`src/hdl/fcsg_pkg.sv`:
```
// ----------------------------------------------------------------------------
// fcsg_pkg
// Types and constants shared by the filled circle span generator.
// ----------------------------------------------------------------------------
`default_nettype none

package fcsg_pkg;

    localparam int unsigned MAX_RADIUS = 15;

    typedef struct packed {
        logic [15:0] center_x;
        logic [15:0] center_y;
        logic [3:0]  radius;
        logic [15:0] fill_color;
    } req_t;

    typedef struct packed {
        logic [15:0] span_x;
        logic [15:0] span_y;
        logic [4:0]  span_len;
        logic [15:0] span_color;
        logic        last_span;
    } span_t;

    typedef enum logic [2:0] {
        ST_IDLE,
        ST_TEST,
        ST_OUTER_HI,
        ST_OUTER_LO,
        ST_INNER_HI,
        ST_INNER_LO,
        ST_FLUSH
    } state_t;

    // Last inner row index: r*707/1000 + 1, as a table over the 4-bit radius
    function automatic logic [3:0] imax_of(input logic [3:0] r);
        logic [3:0] v;
        unique case (r)
            4'd0:    v = 4'd1;
            4'd1:    v = 4'd1;
            4'd2:    v = 4'd2;
            4'd3:    v = 4'd3;
            4'd4:    v = 4'd3;
            4'd5:    v = 4'd4;
            4'd6:    v = 4'd5;
            4'd7:    v = 4'd5;
            4'd8:    v = 4'd6;
            4'd9:    v = 4'd7;
            4'd10:   v = 4'd8;
            4'd11:   v = 4'd8;
            4'd12:   v = 4'd9;
            4'd13:   v = 4'd10;
            4'd14:   v = 4'd10;
            default: v = 4'd11;
        endcase
        return v;
    endfunction

endpackage

`default_nettype wire

```
`src/hdl/fcsg_if.sv`:
```
// ----------------------------------------------------------------------------
// fcsg channel interfaces
// Valid/ready channels for circle requests and generated spans.
// ----------------------------------------------------------------------------
`default_nettype none

interface fcsg_req_if;
    logic          valid;
    logic          ready;
    fcsg_pkg::req_t data;

    modport source (output valid, output data, input ready);
    modport sink   (input valid, input data, output ready);
endinterface

interface fcsg_span_if;
    logic           valid;
    logic           ready;
    fcsg_pkg::span_t data;

    modport source (output valid, output data, input ready);
    modport sink   (input valid, input data, output ready);
endinterface

`default_nettype wire

```
`src/hdl/filled_circle_span_generator_core.sv`:
```
// ----------------------------------------------------------------------------
// filled_circle_span_generator_core
// Breaks a filled circle into horizontal spans, one span item at a time.
// ----------------------------------------------------------------------------
// Usage:
//   req  : one item per circle (center, radius, color). ready is high only
//          while the sequencer is idle; a zero radius is taken and dropped.
//   span : one item per non-empty span (x, row, length, color); last_span
//          marks the final span of the circle.
//   A small sequencer walks the rows with one shared square/add/compare
//   unit: a radius test per row, a step per candidate span, plus a step
//   to accept and a step to close. The request port stays low until the
//   circle is closed. The first span leaves from the pending register
//   once the next span exists or the circle closes.
//   One span is held back in a pending register until the next one exists,
//   so the last flag is known when it is sent. A real span or the close
//   step waits while an output span is not taken; no span is lost or repeated.
//   Reset (rst_n low, asynchronous) returns the sequencer to idle and
//   empties the pending and output registers.
// ----------------------------------------------------------------------------
`default_nettype none

module filled_circle_span_generator_core (
    input  wire logic   clk,
    input  wire logic   rst_n,
    fcsg_req_if.sink    req,
    fcsg_span_if.source span
);

    fcsg_pkg::state_t state_reg, state_next;

    logic [15:0] cx_reg, cx_next;
    logic [15:0] cy_reg, cy_next;
    logic [15:0] color_reg, color_next;
    logic [3:0]  imax_reg, imax_next;
    logic [7:0]  sqmax_reg, sqmax_next;
    logic [3:0]  x_reg, x_next;
    logic [3:0]  i_reg, i_next;

    logic            pend_valid_reg, pend_valid_next;
    fcsg_pkg::span_t pend_reg, pend_next;
    logic            out_valid_reg, out_valid_next;
    fcsg_pkg::span_t out_reg, out_next;

    logic [3:0]  r_sat;
    logic [8:0]  dist_sq;
    logic        shrink;
    logic        cand_en;
    logic [15:0] cand_x;
    logic [15:0] cand_y;
    logic [4:0]  cand_len;
    logic        out_free;
    logic        advance;
    logic        push;

    assign r_sat = (req.data.radius > 4'(fcsg_pkg::MAX_RADIUS))
                 ? 4'(fcsg_pkg::MAX_RADIUS) : req.data.radius;

    // Shared unit: i*i + x*x against r*r + r/2
    assign dist_sq = {1'b0, {4'd0, i_reg} * {4'd0, i_reg}}
                   + {1'b0, {4'd0, x_reg} * {4'd0, x_reg}};
    assign shrink  = dist_sq > {1'b0, sqmax_reg};

    // Candidate span for the current step
    always_comb
    begin
        cand_en  = 1'b0;
        cand_x   = cx_reg - {12'd0, x_reg};
        cand_y   = cy_reg + {12'd0, i_reg};
        cand_len = {x_reg, 1'b0};
        unique case (state_reg)
            fcsg_pkg::ST_OUTER_HI:
            begin
                cand_en  = 1'b1;
                cand_x   = cx_reg - {12'd0, i_reg} + 16'd1;
                cand_y   = cy_reg + {12'd0, x_reg};
                cand_len = {i_reg - 4'd1, 1'b0};
            end
            fcsg_pkg::ST_OUTER_LO:
            begin
                cand_en  = 1'b1;
                cand_x   = cx_reg - {12'd0, i_reg} + 16'd1;
                cand_y   = cy_reg - {12'd0, x_reg};
                cand_len = {i_reg - 4'd1, 1'b0};
            end
            fcsg_pkg::ST_INNER_HI:
            begin
                cand_en = 1'b1;
            end
            fcsg_pkg::ST_INNER_LO:
            begin
                cand_en = 1'b1;
                cand_y  = cy_reg - {12'd0, i_reg};
            end
            default:
            begin
                cand_en = 1'b0;
            end
        endcase
    end

    assign out_free = !out_valid_reg || span.ready;
    // Empty spans pass at once; a real span needs room to shift the pending one
    assign advance  = (cand_len == 5'd0) || !pend_valid_reg || out_free;
    assign push     = cand_en && (cand_len != 5'd0) && advance;

    always_comb
    begin
        state_next      = state_reg;
        cx_next         = cx_reg;
        cy_next         = cy_reg;
        color_next      = color_reg;
        imax_next       = imax_reg;
        sqmax_next      = sqmax_reg;
        x_next          = x_reg;
        i_next          = i_reg;
        pend_valid_next = pend_valid_reg;
        pend_next       = pend_reg;
        out_valid_next  = out_valid_reg && !span.ready;
        out_next        = out_reg;
        req.ready       = 1'b0;

        if (push)
        begin
            pend_valid_next     = 1'b1;
            pend_next.span_x     = cand_x;
            pend_next.span_y     = cand_y;
            pend_next.span_len   = cand_len;
            pend_next.span_color = color_reg;
            pend_next.last_span  = 1'b0;
            if (pend_valid_reg)
            begin
                out_valid_next = 1'b1;
                out_next       = pend_reg;
            end
        end

        unique case (state_reg)
            fcsg_pkg::ST_IDLE:
            begin
                req.ready = 1'b1;
                if (req.valid && r_sat != 4'd0)
                begin
                    cx_next              = req.data.center_x;
                    cy_next              = req.data.center_y;
                    color_next           = req.data.fill_color;
                    imax_next            = fcsg_pkg::imax_of(r_sat);
                    sqmax_next           = ({4'd0, r_sat} * {4'd0, r_sat})
                                         + {5'd0, r_sat[3:1]};
                    x_next               = r_sat;
                    i_next               = 4'd1;
                    // Center row goes straight to pending
                    pend_valid_next      = 1'b1;
                    pend_next.span_x     = req.data.center_x - {12'd0, r_sat};
                    pend_next.span_y     = req.data.center_y;
                    pend_next.span_len   = {r_sat, 1'b0};
                    pend_next.span_color = req.data.fill_color;
                    pend_next.last_span  = 1'b0;
                    state_next           = fcsg_pkg::ST_TEST;
                end
            end
            fcsg_pkg::ST_TEST:
            begin
                if (shrink && x_reg > imax_reg)
                begin
                    state_next = fcsg_pkg::ST_OUTER_HI;
                end
                else
                begin
                    if (shrink && x_reg != 4'd0)
                    begin
                        x_next = x_reg - 4'd1;
                    end
                    state_next = fcsg_pkg::ST_INNER_HI;
                end
            end
            fcsg_pkg::ST_OUTER_HI:
            begin
                if (advance)
                begin
                    state_next = fcsg_pkg::ST_OUTER_LO;
                end
            end
            fcsg_pkg::ST_OUTER_LO:
            begin
                if (advance)
                begin
                    // x is above imax here, so it never underflows
                    x_next     = x_reg - 4'd1;
                    state_next = fcsg_pkg::ST_INNER_HI;
                end
            end
            fcsg_pkg::ST_INNER_HI:
            begin
                if (advance)
                begin
                    state_next = fcsg_pkg::ST_INNER_LO;
                end
            end
            fcsg_pkg::ST_INNER_LO:
            begin
                if (advance)
                begin
                    i_next = i_reg + 4'd1;
                    if (i_reg == imax_reg)
                    begin
                        state_next = fcsg_pkg::ST_FLUSH;
                    end
                    else
                    begin
                        state_next = fcsg_pkg::ST_TEST;
                    end
                end
            end
            fcsg_pkg::ST_FLUSH:
            begin
                // Release the held span with the last flag
                if (!pend_valid_reg)
                begin
                    state_next = fcsg_pkg::ST_IDLE;
                end
                else if (out_free)
                begin
                    out_valid_next     = 1'b1;
                    out_next           = pend_reg;
                    out_next.last_span = 1'b1;
                    pend_valid_next    = 1'b0;
                    state_next         = fcsg_pkg::ST_IDLE;
                end
            end
            default:
            begin
                state_next = fcsg_pkg::ST_IDLE;
            end
        endcase
    end

    always_ff @(posedge clk or negedge rst_n)
    begin
        if (!rst_n)
        begin
            state_reg      <= fcsg_pkg::ST_IDLE;
            pend_valid_reg <= 1'b0;
            out_valid_reg  <= 1'b0;
        end
        else
        begin
            state_reg      <= state_next;
            pend_valid_reg <= pend_valid_next;
            out_valid_reg  <= out_valid_next;
        end
    end

    always_ff @(posedge clk)
    begin
        cx_reg    <= cx_next;
        cy_reg    <= cy_next;
        color_reg <= color_next;
        imax_reg  <= imax_next;
        sqmax_reg <= sqmax_next;
        x_reg     <= x_next;
        i_reg     <= i_next;
        pend_reg  <= pend_next;
        out_reg   <= out_next;
    end

    assign span.valid = out_valid_reg;
    assign span.data  = out_reg;

endmodule

`default_nettype wire

```
`src/flat_wrapper.sv`:
```
// flat-port wrapper written by rule: the top's interface ports become plain ports
module filled_circle_span_generator_core_flat 
  (clk, rst_n, req_valid, req_data, req_ready, span_valid, span_data, span_ready);
  fcsg_req_if req_i ();
  fcsg_span_if span_i ();
  input  wire logic clk;
  input  wire logic rst_n;
  input wire logic [$bits(req_i.valid)-1:0] req_valid;
  input wire logic [$bits(req_i.data)-1:0] req_data;
  output wire logic [$bits(req_i.ready)-1:0] req_ready;
  output wire logic [$bits(span_i.valid)-1:0] span_valid;
  output wire logic [$bits(span_i.data)-1:0] span_data;
  input wire logic [$bits(span_i.ready)-1:0] span_ready;
  assign req_i.valid = req_valid;
  assign req_i.data = req_data;
  assign req_ready = req_i.ready;
  assign span_valid = span_i.valid;
  assign span_data = span_i.data;
  assign span_i.ready = span_ready;
  filled_circle_span_generator_core u_core (.clk(clk), .rst_n(rst_n), .req(req_i), .span(span_i));
endmodule
```
`config.mk`:
```
export PLATFORM = sky130hd
export DESIGN_NAME = filled_circle_span_generator_core_flat
export DESIGN_NICKNAME = d
export VERILOG_FILES = /design/src/hdl/fcsg_pkg.sv /design/src/hdl/fcsg_if.sv /design/src/hdl/filled_circle_span_generator_core.sv /design/src/flat_wrapper.sv
export SDC_FILE = /design/constraint.sdc
export NUM_CORES = 1
export LEC_CHECK = 0
export BUFFER_PORTS_ARGS = -buffer_cell sky130_fd_sc_hd__buf_4
export CAP_MARGIN = 20
export CORE_AREA = 4 4 145 147
export DETAILED_ROUTE_END_ITERATION = 10
export DIE_AREA = 0 0 149 151
export GPL_TIMING_DRIVEN = 0
export PLACE_DENSITY = 0.74
export SLEW_MARGIN = 20
export SYNTH_ARGS = -nofsm -noshare
export SYNTH_HDL_FRONTEND = slang
export SYNTH_SLANG_ARGS = --single-unit
```
`constraint.sdc`:
```
create_clock -name clk -period 9.2 [get_ports clk]
set_input_delay 2.76 -clock clk [delete_from_list [all_inputs] [get_ports clk]]
set_output_delay 2.76 -clock clk [all_outputs]
set_load 0.01 [all_outputs]
```
# Word-level counts from Yosys, hierarchy flattened
# Memory sizes are Yosys's and may differ from the RTL's. A register that Yosys moved wholly into a read port is not among the register bits.
# Cells that the tools add are included.
dict set report word_totals {
  input_bits 56
  word_cells 121
  ramBits 0
  latch_bits 0
  register_bits 177
  mem_bits_ro 64
  n_memories 1
}
# name depth word_bits rd rd_clocked_by_memory_dff write_ports line
set memory_table {}
lappend memory_table {{(name not given)} 16 4 1 1 0 fcsg_pkg.sv:39} ;# unique case (r)
dict set report classes {
  n_mux 42
  shift 0
  bitwise_logic 0
  div 0
  n_mul 3
  n_addsub 13
  n_reduce_logical 25
  eq_ne 15
  n_lt_le_gt_ge 3
}
# operator count
set ops {}
lappend ops {{2-to-1 mux 54 bit} 8}
lappend ops {{subtractor 16 x 4 -> 16 bit} 5}
lappend ops {{case mux 16 bit (3 select lines)} 1}
lappend ops {{adder 16 x 4 -> 16 bit} 2}
lappend ops {{2-to-1 mux 4 bit} 7}
lappend ops {{2-to-1 mux 3 bit} 9}
lappend ops {{multiplier 4 x 4 -> 8 bit} 3}
lappend ops {{case mux 3 bit (7 select lines)} 1}
lappend ops {{adder 16 x 1 -> 16 bit, second input constant} 1}
lappend ops {{2-to-1 mux 16 bit} 1}
lappend ops {{!= test 2 x 1 -> 1 bit, second input constant} 6}
lappend ops {{case mux 4 bit (3 select lines)} 1}
lappend ops {{2-to-1 mux 1 bit} 11}
lappend ops {{adder 8 x 8 -> 9 bit} 1}
lappend ops {{equality test 3 bit, second input constant} 3}
lappend ops {{greater-than comparator 9 x 8 -> 1 bit} 1}
lappend ops {{adder 8 x 3 -> 8 bit} 1}
lappend ops {{case mux 4 bit (2 select lines)} 1}
lappend ops {{nonzero test 4 bit} 2}
lappend ops {{subtractor 4 x 1 -> 4 bit, second input constant} 2}
lappend ops {{equality test 3 x 2 -> 1 bit, second input constant} 2}
lappend ops {{logical AND 1 bit} 6}
lappend ops {{AND reduction 6 bit} 1}
lappend ops {{logical NOT 5 bit} 1}
lappend ops {{20 further kinds} 24}

# Longest topological paths before layout
# Gate-level depths: netlist (run 1).
dict set report logic_depth {
  word_depth 11
  mapped_depth 24
  mapped_depth_nobuf 23
}

# Worst setup path after synthesis (run 1)
# Ideal clock, no wire load.
dict set report synth_path {
  kind {input to register}
  start {input port req_data[18]}
  end {register u_core.pend_reg[50] (netlist name)}
  cell_stages 7
  setup_ps 247
  setup_slack_ps 3129
  arrival_time_ps 5824
  path_cell_list {clkbuf_1 > clkinv_1 > nand3_1 > nand3_1 > clkinv_1 > clkbuf_1 > a22oi_1}
}
# item line
set synth_lines {}
lappend synth_lines {{start: declaration} flat_wrapper.sv:9} ;# input wire logic [$bits(req_i.data)-1:0] req_data;
lappend synth_lines {{end signal: assignment} filled_circle_span_generator_core.sv:263} ;# pend_reg <= pend_next;
lappend synth_lines {{end: declaration} filled_circle_span_generator_core.sv:41} ;# fcsg_pkg::span_t pend_reg, pend_next;

# Worst setup path in the final report (run 1)
dict set report layout_path {
  start {register u_core.i_reg[0]}
  end {register u_core.x_reg[2], enable pin}
}
dict set report layout_via {
  elab_chain_cells 7
}
# item line
set layout_lines {}
lappend layout_lines {{start: declaration} filled_circle_span_generator_core.sv:38} ;# logic [3:0] i_reg, i_next;
lappend layout_lines {{start signal: assignment} filled_circle_span_generator_core.sv:262} ;# i_reg <= i_next;
lappend layout_lines {{parallel branches: the longest is 6 deep, another holds adder 8 x 8 -> 9 bit} -}
lappend layout_lines {{AND reduction 5 bit (no source line) *} -}
lappend layout_lines {{end signal: assignment} filled_circle_span_generator_core.sv:261} ;# x_reg <= x_next;
lappend layout_lines {{end: declaration} filled_circle_span_generator_core.sv:37} ;# logic [3:0] x_reg, x_next;
# Mark *: on every way between the ends.
# A chain may end at the register's enable or synchronous reset.

==> run_results.csv, run 1 <==
group,metric,value,unit
finish,drive_gt1_share,13.7,%
grt,grt_overflow,0,
clock_network,clk_latency,0.44,ns
sta,setup_viol_count_final,0,
yosys,synth.area.top_cells,"dfxtp_1 20%, edfxtp_1 19%, ha_1 12%",
critical_path,crit_type,"reg -> reg",
yosys,synthFlopType,"dfxtp_1",
job,maxCapViolCount,0,
placement,gp_congestion,0.949,
critical_path,critical_path.cell_chain,"buf_2, inv_1, nor2_1, inv_1, fa_1, fa_1, inv_1, fa_1, inv_1, fa_1, inv_1, ha_1, inv_1, fa_1, inv_1, a21o_1, a21oi_1, xnor2_1, ha_1, o211ai_1, a21o_1, o2bb2ai_1, a21oi_1, o221a_2",
critical_path,max_stage_delay,0.53,ns
die,design.die.area,0.0225,mm2
critical_path,path_max_fanout,10,
sta,max_freq,171,MHz
yosys,post-synth-top-count-cell,"dfxtp_1",
drt,drcViolationCount,0,
yosys,syn_inst,1103,
placement,io_buffers,111,
drt,viasPerCell,5.85,
clock_network,clockBufferDepth,2,
yosys,yosys_warnings,0,
drt,vias,8881,
yosys,yosys_register_bits,181,
critical_path,crit_arrival,5.99,ns
clock_network,clockRootBuffer,"clkbuf_16",
yosys,syn_area,0.0107,mm2
sta,slew_viol_final,0,
clock_network,post_cts_buffers,0,
clock_network,numCtsBuffers,17,
grt,grt_max_degree,46,
die,dieHeight,151,um
sta,rsz0062_at_grt,"false",
grt,grt_pass1_wl,45100,um
drt,wirelength,28400,um
drt,wl_per_cell,18.7,um
yosys,yosysTopAreaCell,"dfxtp_1",
yosys,synth-async-reset-ratio,2.76,%
die,start_util,53.8,%
clock_network,clkSlewWorstSetupHoldPaths,0.07,ns
die,core-area,0.0199,mm2
grt,grt_usage,25.4,%
sta,timing.slew.headroom,46.8,%
critical_path,end_kind,"register",
sta,hold_violations,0,
clock_network,clock_sinks,181,
clock_network,postCtsHoldBufs,0,
sta,skew,0.0133,ns
die,rows,52,
placement,place_hpwl,21300,um
critical_path,start_kind,"register",
grt,grt_pass1_vias,8577,
yosys,synth_cell_types,69,
die,ioPinCount,112,
sta,worst_pin_slew,0.798,ns
critical_path,slowest_stage,"fa_1",
yosys,avgSynthCellArea,9.72,um2
yosys,yosys-top-cells-count,"108 x dfxtp_1, 104 x ha_1, 91 x nand2_1",
hold_path,hp-class,"reg -> reg",
clock_network,post_cts_resized,0,
outcome,status,"finished, final reports clean",
critical_path,cpMostUsedCell,"inv_1",
sta,fin_tns_setup,0,ns
yosys,synth-edff-count,68,
finish,nets,1409,
finish,antenna_cells,0,
critical_path,crit_required,9.34,ns
sta,fin_crit,5.85,ns
clock_network,cts_tree,"yes",
yosys,synth.net_count,1278,
die,die_w,149,um
yosys,ys_seq_area_share,40.4,%
sta,finalCritPeriodShare,63.6,%
drt,ant_nets,0,
grt,antenna_found_initial,0,
finish,area_growth,17.1,%
yosys,synth_top_cell_area_share,20.2,%
drt,first_iter_violations,552,
clock_network,cts_htree_levels,4,
drt,dr.pass1.iters,5,
## worst paths after layout
check	from	slack (ns)	endpoint	cells after the start
worst min register to register	u_core.span.data[23]	0.46	u_core.span.data[23]	1
worst max register to register	u_core.i_reg[0]	3.35	u_core.x_reg[2]	24
worst min-delay path	u_core.span.data[23]	0.46	u_core.span.data[23]	1
worst max-delay path	u_core.i_reg[0]	3.35	u_core.x_reg[2]	24
min in group asynchronous	rst_n	2.12	u_core.span.valid	1
max in group asynchronous	rst_n	6.96	u_core.pend_valid_reg	1
## critical path, delay by kind of cell, from the launching register on
kind | cells | cell delay, ns
fa+ha+maj | 7 | 2.85
compound gates | 7 | 1.06
buf+inv | 8 | 0.84
xor+xnor | 1 | 0.13
simple gates | 1 | 0.25
flops | 1 | 0.42
## cell usage in the layout, fill, tap and decap left out, drive strengths merged, types with 18 or more instances in the layout
| cell type | count |
|---|---|
| ha | 104 |
| o21ai | 45 |
| nand3 | 22 |
| edfxtp | 68 |
| xnor2 | 41 |
| clkbuf | 48 |
| nand2 | 92 |
| nor3 | 22 |
| mux2 | 54 |
| a21oi | 59 |
| dfxtp | 108 |
| a31oi | 30 |
| buf | 125 |
| nor2 | 89 |
| inv | 88 |
| nor2b | 18 |
| o211ai | 19 |
| xor2 | 18 |
## per-layer routing
metal | part of all wire, % | track usage [%]
met1 | 43 | 34.1
met2 | 47 | 41.6
met3 | 7.4 | 5.00
met4 | 2.4 | 7.92
met5 | 0 | 0
## logic make-up (layout without fill, tap and decap cells)
| group | Yosys count | count (layout) | share of synthesized area [%] |
|---|---|---|---|
| xor+xnor | 59 | 59 | 4.82 |
| mux | 59 | 59 | 6.14 |
| simple gates | 312 | 312 | 14.0 |
| buf+inv | 130 | 274 | 5.03 |
| compound gates | 243 | 243 | 14.7 |
| fa+ha+maj | 119 | 119 | 14.9 |
| flops | 181 | 181 | 40.4 |
## per-stage QoR
step	hold slack, ns	area (um2)	std cells	utilization [%]	worst slack [ns]
2_1_floorplan	0.432	10700	1103	-	3.13
3_3_place_gp	0.444	11900	1484	59.7	1.01
3_5_place_dp	0.449	11900	1485	59.9	3.25
4_1_cts	0.467	12500	1517	63.0	3.36
5_1_grt	0.487	12500	1517	63.0	3.06
6_report	0.463	12500	1517	63.0	3.35
## cell type report
cell class | instances | area [um2]
Buffer | 44 | 220
Clock buffer | 17 | 425
Clock inverter | 15 | 200
Fill cell | 1716 | 7360
Inverter | 86 | 323
Multi-Input combinational cell | 792 | 5850
Sequential cell | 181 | 4330
Tap cell | 270 | 338
Timing Repair Buffer | 112 | 861
Power of run 1 is left out: the tool's default activity adds up to more than one toggle a clock period on the data nets, which glitch-free logic cannot reach.
==> inputs of run 2 (changes only) <==
==> constraint.sdc (replaced) <==
create_clock -name clk -period 5.5 [get_ports clk]
set_input_delay 1.65 -clock clk [delete_from_list [all_inputs] [get_ports clk]]
set_output_delay 1.65 -clock clk [all_outputs]
set_load 0.01 [all_outputs]
==> run_results.csv, run 2 (synthesis results as in run 1) <==
group,metric,value,unit
sta,max_freq,186,MHz
finish,antenna_cells,0,
clock_network,clockRootBuffer,"clkbuf_16",
die,ioPinCount,112,
critical_path,path_max_fanout,5,
finish,final_cell_mix,"128 x buf_4, 108 x dfxtp_1, 103 x ha_1",
grt,grt_overflow,0,
grt,grt_max_degree,46,
drt,wl_met1,12500,um
critical_path,r2r-end,"u_core.x_reg[2]",
clock_network,cts_htree_levels,4,
critical_path,r2r_cells,23,
drt,wirelength,28900,um
finish,drive_gt1_share,15.7,%
clock_network,clk_latency,0.44,ns
placement,io_buffers,111,
die,dieHeight,151,um
clock_network,clkSlewWorstSetupHoldPaths,0.07,ns
drt,first_iter_violations,477,
sta,skew,0.0141,ns
die,rows,52,
sta,rsz0062_at_grt,"true",
grt,antenna_found_initial,0,
hold_path,hp-class,"reg -> reg",
placement,place_hpwl,21300,um
clock_network,clock_sinks,181,
grt,grt_pass1_wl,45200,um
drt,dr.max_layer_used,"met4",
finish,final_common_cell,"buf_4",
sta,setup_viol_count_final,0,
critical_path,crit_type,"reg -> reg",
critical_path,end_kind,"register",
finish,nets,1422,
drt,route.met2.wl,13700,um
die,die_w,149,um
critical_path,crit_arrival,5.51,ns
sta,timing.slew.headroom,45.3,%
job,maxCapViolCount,0,
sta,fin_tns_setup,0,ns
sta,fin_crit,5.36,ns
grt,grt_usage,25.4,%
sta,worst_pin_slew,0.815,ns
drt,viasPerCell,5.84,
sta,slew_viol_final,0,
finish,area_growth,18.6,%
sta,finalCritPeriodShare,97.5,%
critical_path,critPathLaunch,"u_core.i_reg[0]",
critical_path,crit_required,5.65,ns
critical_path,endpoint,"u_core.x_reg[2]",
placement,gp_congestion,0.949,
drt,wl_per_cell,18.9,um
finish,n_fill_cell,1699,
finish,fin_util,63.8,%
critical_path,start_kind,"register",
drt,dr_wl_met3,1930,um
clock_network,cts_tree,"yes",
placement,placed_area,0.0119,mm2
clock_network,postCtsHoldBufs,0,
drt,vias,8938,
die,design.die.area,0.0225,mm2
drt,dr.pass1.iters,7,
drt,ant_nets,0,
grt,grt_pass1_vias,8620,
die,core-area,0.0199,mm2
clock_network,clockBufferDepth,2,
critical_path,reg2reg_from,"u_core.i_reg[0]",
critical_path,rrSetupSlack,0.14,ns
outcome,status,"finished, final reports clean",
sta,hold_violations,0,
drt,drcViolationCount,0,
clock_network,numCtsBuffers,17,
die,start_util,53.8,%
finish,fin_area,0.0127,mm2
run 2: cell types whose count changed in the layout (fill, tap and decap cells not counted), sizes merged:
| cell | delta |
|---|---|
| clkinvlp | +1 |
| clkbuf | -2 |
| buf | +15 |
| inv | -1 |
run 2: what timing repair did:
item	4_1_cts	5_1_grt
resized for setup	5	14
gates cloned	0	1
buffers inserted	4	10
pin swaps	2	13
endpoints found under the setup margin	6	6
run 2: critical path: stages, from the launching register on:
cell,delay (ns)
edfxtp_1,0.39
buf_6,0.15
clkinvlp_4,0.13
nor2_4,0.15
inv_2,0.04
fa_1,0.46
fa_1,0.53
inv_2,0.04
fa_1,0.47
inv_1,0.05
fa_1,0.42
inv_1,0.07
ha_2,0.19
inv_2,0.04
fa_2,0.40
buf_4,0.15
xnor2_1,0.12
ha_1,0.30
o21a_1,0.12
o211ai_1,0.07
a21o_1,0.19
o2bb2ai_4,0.17
a21oi_2,0.15
o221a_4,0.25
run 2: worst min-delay path by stage:
stage                          from              endpoint  slack [ns]  depth (start not counted)
2_1_floorplan   u_core.pend_reg[17]  u_core.span.data[17]        0.43                          1
3_3_place_gp   u_core.span.data[18]  u_core.span.data[18]        0.44                          1
3_5_place_dp   u_core.span.data[42]  u_core.span.data[42]        0.45                          1
4_1_cts        u_core.span.data[23]  u_core.span.data[23]        0.47                          1
5_1_grt        u_core.span.data[19]  u_core.span.data[19]        0.49                          1
6_report       u_core.span.data[29]  u_core.span.data[29]        0.46                          1
run 2: final cells by class:
cell class                 count  area [um2]  share of cell area, %
sequential                   181        4330                   34.1
clock buffer                  17         425                   3.35
inverter                      86         327                   2.57
buffer                        42         221                   1.74
tap                          270         338                   2.66
timing repair buffer         127         971                   7.64
multi-input combinational    792        5900                   46.4
clock inverter                15         200                   1.57
run 2: stage by stage:
stage / setup WS (ns) / hold slack [ns] / instances
finish: 0.137 / 0.463 / 1530
global placement: -1.58 / 0.444 / 1484
detailed placement: -0.290 / 0.449 / 1485
global route: -0.0806 / 0.487 / 1530
floorplan: 0.250 / 0.432 / 1103
CTS: 0.0135 / 0.467 / 1519
run 2: layer usage:
metal,track usage [%],vias up
li1,-,4231
met1,34.0,4304
met2,41.5,337
met3,4.94,66
met4,8.28,0
met5,0,-
Power of run 2 is left out for the same reason.
